===== src/sv/ftma_pkg.sv =====
// ----------------------------------------------------------------------------
// ftma_pkg
// Shared types and constants for the five-tap moving average.
// ----------------------------------------------------------------------------
package ftma_pkg;

    localparam int WINDOW_TAPS = 5;
    localparam int SAMPLE_W    = 16;
    localparam int SUM_W       = 19;
    localparam int MAG_W       = 18;
    localparam int PROD_W      = 2 * MAG_W;
    localparam int RECIP_SHIFT = 20;
    localparam int HIST_DEPTH  = WINDOW_TAPS - 1;
    localparam int SEEN_W      = 3;
    localparam int PEND_DEPTH  = 3;
    localparam int PEND_CNT_W  = 2;

    // ceil(2^20 / 5); exact truncating quotient for magnitudes below 2^18
    localparam logic [MAG_W-1:0] RECIP_5 = 18'd209716;

    localparam logic [SEEN_W-1:0] SEEN_FULL = 3'd4;

    typedef struct packed {
        logic signed [SUM_W-1:0] sum;
        logic                    end_of_run;
        logic                    too_short;
    } res_t;

    typedef struct packed {
        logic valid;
        res_t res;
    } beat_t;

endpackage


===== src/sv/five_tap_moving_average_with_edges.sv =====
// ----------------------------------------------------------------------------
// five_tap_moving_average_with_edges
// Path: a result is queued at the input beat that completes its window, then
// is registered in the ftma_div5 output register before it can leave.
// Throughput: one sample per cycle while the output does not stall; the last
// sample of a long stream holds off input while its three results are handed out.
// Reset: asynchronous; clears history, stream position and all valids.
// ----------------------------------------------------------------------------
module five_tap_moving_average_with_edges (
    input  logic                                 clk,
    input  logic                                 rst_n,
    input  logic                                 in_valid,
    output logic                                 in_stall,
    input  logic signed [ftma_pkg::SAMPLE_W-1:0] sample,
    input  logic                                 last,
    output logic                                 out_valid,
    input  logic                                 out_stall,
    output logic signed [ftma_pkg::SAMPLE_W-1:0] average,
    output logic                                 end_of_run,
    output logic                                 too_short
);
    import ftma_pkg::*;

    beat_t sum_beat;
    logic  sum_stall;

    ftma_window u_window (
        .clk      (clk),
        .rst_n    (rst_n),
        .in_valid (in_valid),
        .in_stall (in_stall),
        .sample   (sample),
        .last     (last),
        .dn_beat  (sum_beat),
        .dn_stall (sum_stall)
    );

    ftma_div5 u_div5 (
        .clk        (clk),
        .rst_n      (rst_n),
        .up_beat    (sum_beat),
        .up_stall   (sum_stall),
        .out_valid  (out_valid),
        .out_stall  (out_stall),
        .average    (average),
        .end_of_run (end_of_run),
        .too_short  (too_short)
    );

endmodule


===== src/sv/ftma_window.sv =====
// ----------------------------------------------------------------------------
// ftma_window
// Sample history, stream position and edge handling; builds up to three
// five-sample sums per input beat and hands them out one per cycle unless stalled.
// ----------------------------------------------------------------------------
module ftma_window (
    input  logic                            clk,
    input  logic                            rst_n,
    input  logic                            in_valid,
    output logic                            in_stall,
    input  logic signed [ftma_pkg::SAMPLE_W-1:0] sample,
    input  logic                            last,
    output ftma_pkg::beat_t                 dn_beat,
    input  logic                            dn_stall
);
    import ftma_pkg::*;

    logic signed [SAMPLE_W-1:0] hist_reg [HIST_DEPTH];
    logic signed [SAMPLE_W-1:0] hist_next [HIST_DEPTH];
    logic [SEEN_W-1:0]          seen_reg;
    logic [SEEN_W-1:0]          seen_next;
    res_t                       pend_reg [PEND_DEPTH];
    res_t                       pend_next [PEND_DEPTH];
    logic [PEND_CNT_W-1:0]      pend_cnt_reg;
    logic [PEND_CNT_W-1:0]      pend_cnt_next;

    res_t                       new_list [PEND_DEPTH];
    logic [PEND_CNT_W-1:0]      new_cnt;
    logic signed [SUM_W-1:0]    xe, xd, xc, xb, xa;
    logic signed [SUM_W-1:0]    mid_sum;
    logic                       have_mid;
    logic                       accept;
    logic                       move;

    assign move     = (pend_cnt_reg != '0) && !dn_stall;
    assign in_stall = !((pend_cnt_reg == '0) || ((pend_cnt_reg == 2'd1) && move));
    assign accept   = in_valid && !in_stall;

    assign dn_beat.valid = (pend_cnt_reg != '0);
    assign dn_beat.res   = pend_reg[0];

    assign xe = SUM_W'(sample);
    assign xd = SUM_W'(hist_reg[0]);
    assign xc = SUM_W'(hist_reg[1]);
    assign xb = SUM_W'(hist_reg[2]);
    assign xa = SUM_W'(hist_reg[3]);

    always_comb
    begin
        mid_sum  = '0;
        have_mid = 1'b0;
        priority if (seen_reg >= SEEN_FULL)
        begin
            mid_sum  = xa + xb + xc + xd + xe;
            have_mid = 1'b1;
        end
        else if (seen_reg == 3'd3)
        begin
            mid_sum  = xb + xc + xd + (xe <<< 1);
            have_mid = 1'b1;
        end
        else if (seen_reg == 3'd2)
        begin
            mid_sum  = xc + (xd <<< 1) + (xe <<< 1);
            have_mid = 1'b1;
        end
        else
        begin
            have_mid = 1'b0;
        end
    end

    always_comb
    begin
        for (int i = 0; i < PEND_DEPTH; i++)
        begin
            new_list[i] = '0;
        end
        new_cnt = '0;
        priority if (last && (seen_reg < SEEN_FULL))
        begin
            new_list[0].end_of_run = 1'b1;
            new_list[0].too_short  = 1'b1;
            new_cnt                = 2'd1;
        end
        else if (last)
        begin
            new_list[0].sum        = mid_sum;
            new_list[1].sum        = xe + xd + xc + (xb <<< 1);
            new_list[2].sum        = xe + (xd <<< 1) + (xc <<< 1);
            new_list[2].end_of_run = 1'b1;
            new_cnt                = 2'd3;
        end
        else if (have_mid)
        begin
            new_list[0].sum = mid_sum;
            new_cnt         = 2'd1;
        end
        else
        begin
            new_cnt = '0;
        end
    end

    always_comb
    begin
        hist_next     = hist_reg;
        seen_next     = seen_reg;
        pend_next     = pend_reg;
        pend_cnt_next = pend_cnt_reg;
        if (accept)
        begin
            pend_next     = new_list;
            pend_cnt_next = new_cnt;
            if (last)
            begin
                for (int i = 0; i < HIST_DEPTH; i++)
                begin
                    hist_next[i] = '0;
                end
                seen_next = '0;
            end
            else
            begin
                hist_next[0] = sample;
                for (int i = 1; i < HIST_DEPTH; i++)
                begin
                    hist_next[i] = hist_reg[i-1];
                end
                if (seen_reg < SEEN_FULL)
                begin
                    seen_next = seen_reg + 3'd1;
                end
            end
        end
        else if (move)
        begin
            for (int i = 0; i < PEND_DEPTH - 1; i++)
            begin
                pend_next[i] = pend_reg[i+1];
            end
            pend_cnt_next = pend_cnt_reg - 2'd1;
        end
    end

    always_ff @(posedge clk or negedge rst_n)
    begin
        if (!rst_n)
        begin
            for (int i = 0; i < HIST_DEPTH; i++)
            begin
                hist_reg[i] <= '0;
            end
            seen_reg     <= '0;
            pend_cnt_reg <= '0;
        end
        else
        begin
            hist_reg     <= hist_next;
            seen_reg     <= seen_next;
            pend_cnt_reg <= pend_cnt_next;
        end
    end

    always_ff @(posedge clk)
    begin
        pend_reg <= pend_next;
    end

    a_seen_bound: assert property (@(posedge clk) disable iff (!rst_n)
        seen_reg <= SEEN_FULL)
        else $error("seen count beyond saturation");

    a_last_restarts: assert property (@(posedge clk) disable iff (!rst_n)
        accept && last |=> (seen_reg == '0) && (hist_reg[0] == '0))
        else $error("stream state not cleared after last beat");

    a_full_tail: assert property (@(posedge clk) disable iff (!rst_n)
        accept && last && (seen_reg >= SEEN_FULL) |=>
            (pend_cnt_reg == 2'd3) && pend_reg[2].end_of_run && !pend_reg[0].end_of_run)
        else $error("long stream tail not queued as three results");

    a_warmup_silent: assert property (@(posedge clk) disable iff (!rst_n)
        accept && !last && (seen_reg < 3'd2) |=> (pend_cnt_reg == '0))
        else $error("result emitted during window warm-up");

endmodule


===== src/sv/ftma_div5.sv =====
// ----------------------------------------------------------------------------
// ftma_div5
// Divides a window sum by five, truncating toward zero, via a reciprocal
// multiply; holds the result beat in the output register.
// ----------------------------------------------------------------------------
module ftma_div5 (
    input  logic                            clk,
    input  logic                            rst_n,
    input  ftma_pkg::beat_t                 up_beat,
    output logic                            up_stall,
    output logic                            out_valid,
    input  logic                            out_stall,
    output logic signed [ftma_pkg::SAMPLE_W-1:0] average,
    output logic                            end_of_run,
    output logic                            too_short
);
    import ftma_pkg::*;

    logic                       valid_reg;
    logic                       valid_next;
    logic signed [SAMPLE_W-1:0] average_reg;
    logic signed [SAMPLE_W-1:0] average_next;
    logic                       eor_reg;
    logic                       short_reg;

    logic                       neg;
    logic [SUM_W-1:0]           abs_sum;
    logic [MAG_W-1:0]           mag;
    logic [PROD_W-1:0]          prod;
    logic [SAMPLE_W-1:0]        quot;
    logic                       take;

    assign up_stall = valid_reg && out_stall;
    assign take     = up_beat.valid && !up_stall;

    assign neg     = up_beat.res.sum[SUM_W-1];
    assign abs_sum = neg ? (-up_beat.res.sum) : up_beat.res.sum;
    assign mag     = abs_sum[MAG_W-1:0];
    assign prod    = PROD_W'(mag) * PROD_W'(RECIP_5);
    assign quot    = prod[RECIP_SHIFT +: SAMPLE_W];

    assign average_next = neg ? (-$signed(quot)) : $signed(quot);

    always_comb
    begin
        valid_next = valid_reg;
        if (!up_stall)
        begin
            valid_next = up_beat.valid;
        end
    end

    always_ff @(posedge clk or negedge rst_n)
    begin
        if (!rst_n)
        begin
            valid_reg <= 1'b0;
        end
        else
        begin
            valid_reg <= valid_next;
        end
    end

    always_ff @(posedge clk)
    begin
        if (take)
        begin
            average_reg <= average_next;
            eor_reg     <= up_beat.res.end_of_run;
            short_reg   <= up_beat.res.too_short;
        end
    end

    assign out_valid  = valid_reg;
    assign average    = average_reg;
    assign end_of_run = eor_reg;
    assign too_short  = short_reg;

    a_short_result: assert property (@(posedge clk) disable iff (!rst_n)
        valid_reg && short_reg |-> eor_reg && (average_reg == '0))
        else $error("error result malformed");

    a_sign_kept: assert property (@(posedge clk) disable iff (!rst_n)
        take && !neg |=> !average_reg[SAMPLE_W-1])
        else $error("non-negative sum gave negative average");

    a_hold_stalled: assert property (@(posedge clk) disable iff (!rst_n)
        valid_reg && out_stall |=> valid_reg && $stable(average_reg))
        else $error("stalled result changed");

endmodule


===== config.mk =====
export PLATFORM = sky130hd
export DESIGN_NAME = five_tap_moving_average_with_edges
export DESIGN_NICKNAME = d
export VERILOG_FILES = /design/src/sv/ftma_pkg.sv /design/src/sv/five_tap_moving_average_with_edges.sv /design/src/sv/ftma_window.sv /design/src/sv/ftma_div5.sv
export SDC_FILE = /design/constraint.sdc
export NUM_CORES = 1
export LEC_CHECK = 0
export BUFFER_PORTS_ARGS = -buffer_cell sky130_fd_sc_hd__buf_2
export CAP_MARGIN = 20
export CORE_ASPECT_RATIO = 1.2
export CORE_MARGIN = 5
export CORE_UTILIZATION = 56
export DETAILED_ROUTE_END_ITERATION = 12
export PLACE_DENSITY = 0.75
export SYNTH_ARGS = -nofsm -noshare
export SYNTH_HDL_FRONTEND = slang
export SYNTH_SLANG_ARGS = --single-unit

===== constraint.sdc =====
create_clock -name clk -period 7.2 [get_ports clk]
set_input_delay 1.44 -clock clk [delete_from_list [all_inputs] [get_ports clk]]
set_output_delay 1.44 -clock clk [all_outputs]
set_load 0.03 [all_outputs]

==> flow_summary.ini <==
[outcome]
status = finished, final reports clean

[cts]
cts_buffers = 17
clkTransAtPathRegs_ps = 70
clock-sinks = 149
cts_tree = yes
root_buffer = clkbuf_16
cts-htree-levels = 4
clockBufferDepth = 2
insertion_delay_ps = 450

[flow_run]
cap_violations = 0

[yosys]
synth_top_area_frac = 0.197
synth_common_cells = 314 x inv_1, 275 x ha_1, 194 x fa_1
synthFlopType = edfxtp_1
synth_area_sq_um = 19700
ys_types = 86
avgSynthCellArea_sq_um = 9.39
synthMuxAreaShare = 0.00254
synth_warnings = 0
ys_ff_latch = 149
synth.most_common_cell = inv_1
synth_area_leaders = fa_1 20%, ha_1 17%, edfxtp_1 12%
yosys.area_share.simple = 0.110
synth_compound_area_frac = 0.172
synth_fa_ha_area_frac = 0.372
synth_top_family_by_area = adder cells
synth-edff-count = 78
synth_cells = 2098
syn-num-nets = 2588
ys_seq_area_frac = 0.209
synth_xor_area_frac = 0.0648
synthArstFlopShare = 0.470
yosys.area.top_type = fa_1

[drt]
routed_wl_mm = 52.5
drt-met1-wl_mm = 21.0
met2_length_mm = 27.5
vias = 15740
top_layer = met4
drt_iter0_markers = 896
routed-wl-met3_mm = 1.85
dr.pass1.iters = 6
ant_nets = 0
wl_per_cell_um = 19.6
drc = 0
via_per_inst = 5.89

[grt]
grt_pass1_vias = 16251
track_usage = 0.269
grt_pass1_wl_mm = 84.0
antenna_found_initial = 0
grt.overflow.total = 0
grt_max_degree = 97

[floorplanning]
ios = 41
start_util = 0.565
die_h_um = 215
die_w_um = 181
die_area_sq_um = 39100
core_area_sq_um = 34900
rows = 75

[worst_setup_path]
slowest_delay_ps = 550
cp_data_arrival_time_ps = 7330
cp_slowest_cell = fa_1
start_kind = flop
critical_path_class = flop to flop
ff2ff_setup_slack_ps = 70
cp_max_fo = 5
critPathRequiredTime_ps = 7400
endpoint_kind = flop

[layout]
stdcell_count = 2674
n_antenna_cell = 0
nets = 2689
drive_above_1_share = 0.115
largest_reg_flops = 64
area_delta_synth_final_pct = 12.1

[worst_hold_path]
hold_path_class = flop to flop

[timing]
min_period_over_period = 0.990
max_slew_margin = 0.337
finalSetupViolations = 0
max_slew.worst_pin.slew_ps = 995
grt_setup_unrepaired = yes
fmax_mhz = 140
clock_skew_ps = 15.7
final-max-slew-violation-count = 0
fin_crit_ps = 7130
hold_viol_final = 0

[placed_design]
io_buffers = 40
gp_congestion = 0.948
dp_cells = 2620
dp_hpwl_mm = 42.5
-- cells in the final DEF, fill, tap and decap left out, types with 6 or more instances in the layout --
cell type | synthesis | layout
and2_1 | 9 | 9
a21oi_1 | 116 | 110
inv_1 | 314 | 307
a22oi_1 | 6 | 6
a21boi_0 | 8 | 8
o21a_1 | 17 | 17
nand3_1 | 31 | 30
a221oi_1 | 6 | 6
clkbuf_16 | 0 | 19
ha_1 | 275 | 263
xor2_1 | 46 | 44
nor2_1 | 93 | 91
nand2_1 | 177 | 172
fa_1 | 194 | 194
a31oi_1 | 13 | 10
nand2b_1 | 18 | 16
buf_4 | 0 | 92
a22o_1 | 11 | 11
or3_1 | 18 | 17
a211o_1 | 8 | 8
dfrtp_1 | 70 | 70
xnor2_2 | 1 | 6
xnor2_1 | 98 | 93
nor2b_1 | 13 | 13
o21ai_0 | 113 | 108
o31ai_1 | 50 | 48
and3_1 | 13 | 13
buf_2 | 1 | 39
ha_4 | 0 | 9
nand4_1 | 9 | 9
a211oi_1 | 10 | 9
o211ai_1 | 12 | 12
o21bai_1 | 27 | 27
nor3_1 | 37 | 33
a21o_1 | 47 | 47
inv_2 | 0 | 7
edfxtp_1 | 78 | 78
-- final cells by class --
cell class                 instances  area (sq um)
multi-input combinational       1581         14600
fill                            2919         12800
sequential                       149          4110
inverter                         314          1180
timing repair buffer             136           976
tap                              462           578
clock buffer                      22           500
clock inverter                    10          91.3
-- what timing repair did --
item | CTS | global route
buffers inserted | 9 | 12
hold buffers | 0 | 0
gates resized for setup | 23 | 55
gates cloned | 0 | 0
pin swaps | 17 | 36
setup endpoints to repair | 9 | 10
-- cells by family (layout without fill, tap and decap cells) --
logic type | count (synthesis) | in the layout
DFF | 149 | 149
xor gates and xnor gates | 145 | 145
AOI/OAI and AO/OA | 509 | 509
muxes | 5 | 5
buffers and inverters | 368 | 482
and+or+nand+nor | 453 | 453
adders and majority gates | 469 | 469
-- stage by stage --
step                      setup TNS (ps)  worst slack [ps]  utilization  area (sq um)  hold WS, ps
after floorplan                    -2.55             -2.55            -         19700          400
after global placement             -41.6             -23.0        0.598         20900          410
after detailed placement           -1300              -245        0.599         20900          407
after CTS                              0             0.154        0.621         21700          423
after global routing               -1340              -235        0.633         22100          443
final                                  0              70.3        0.633         22100          421
-- critical path, delay by kind of cell (launching register included) --
kind	cells	cell delay, ps
buf+inv	9	810
xor+xnor	2	320
simple gates	6	1090
compound gates	6	1080
flops	1	400
fa+ha+maj	8	3160
-- path summary, 6_finish.rpt --
check | startpoint | endpoint | depth (start not counted)
min | u_window.dn_beat[0] | u_div5.too_short | 0
max reg2reg | u_window.dn_beat[3] | u_div5.average[11] | 31
max | u_window.dn_beat[3] | u_div5.average[11] | 31
max in group asynchronous | rst_n | u_window.hist_reg[17] | 1
min in group asynchronous | rst_n | u_window.hist_reg[61] | 1
min reg2reg | u_window.dn_beat[0] | u_div5.too_short | 0
-- layer usage --
metal  vias up  global-route usage
met1      7759               0.325
met3       113              0.0312
met4         0               0.105
met5         -                   0
met2       416               0.488
li1       7452                   -
Power is left out: the tool's default activity adds up to more than one toggle a clock period on the data nets, which glitch-free logic cannot reach.
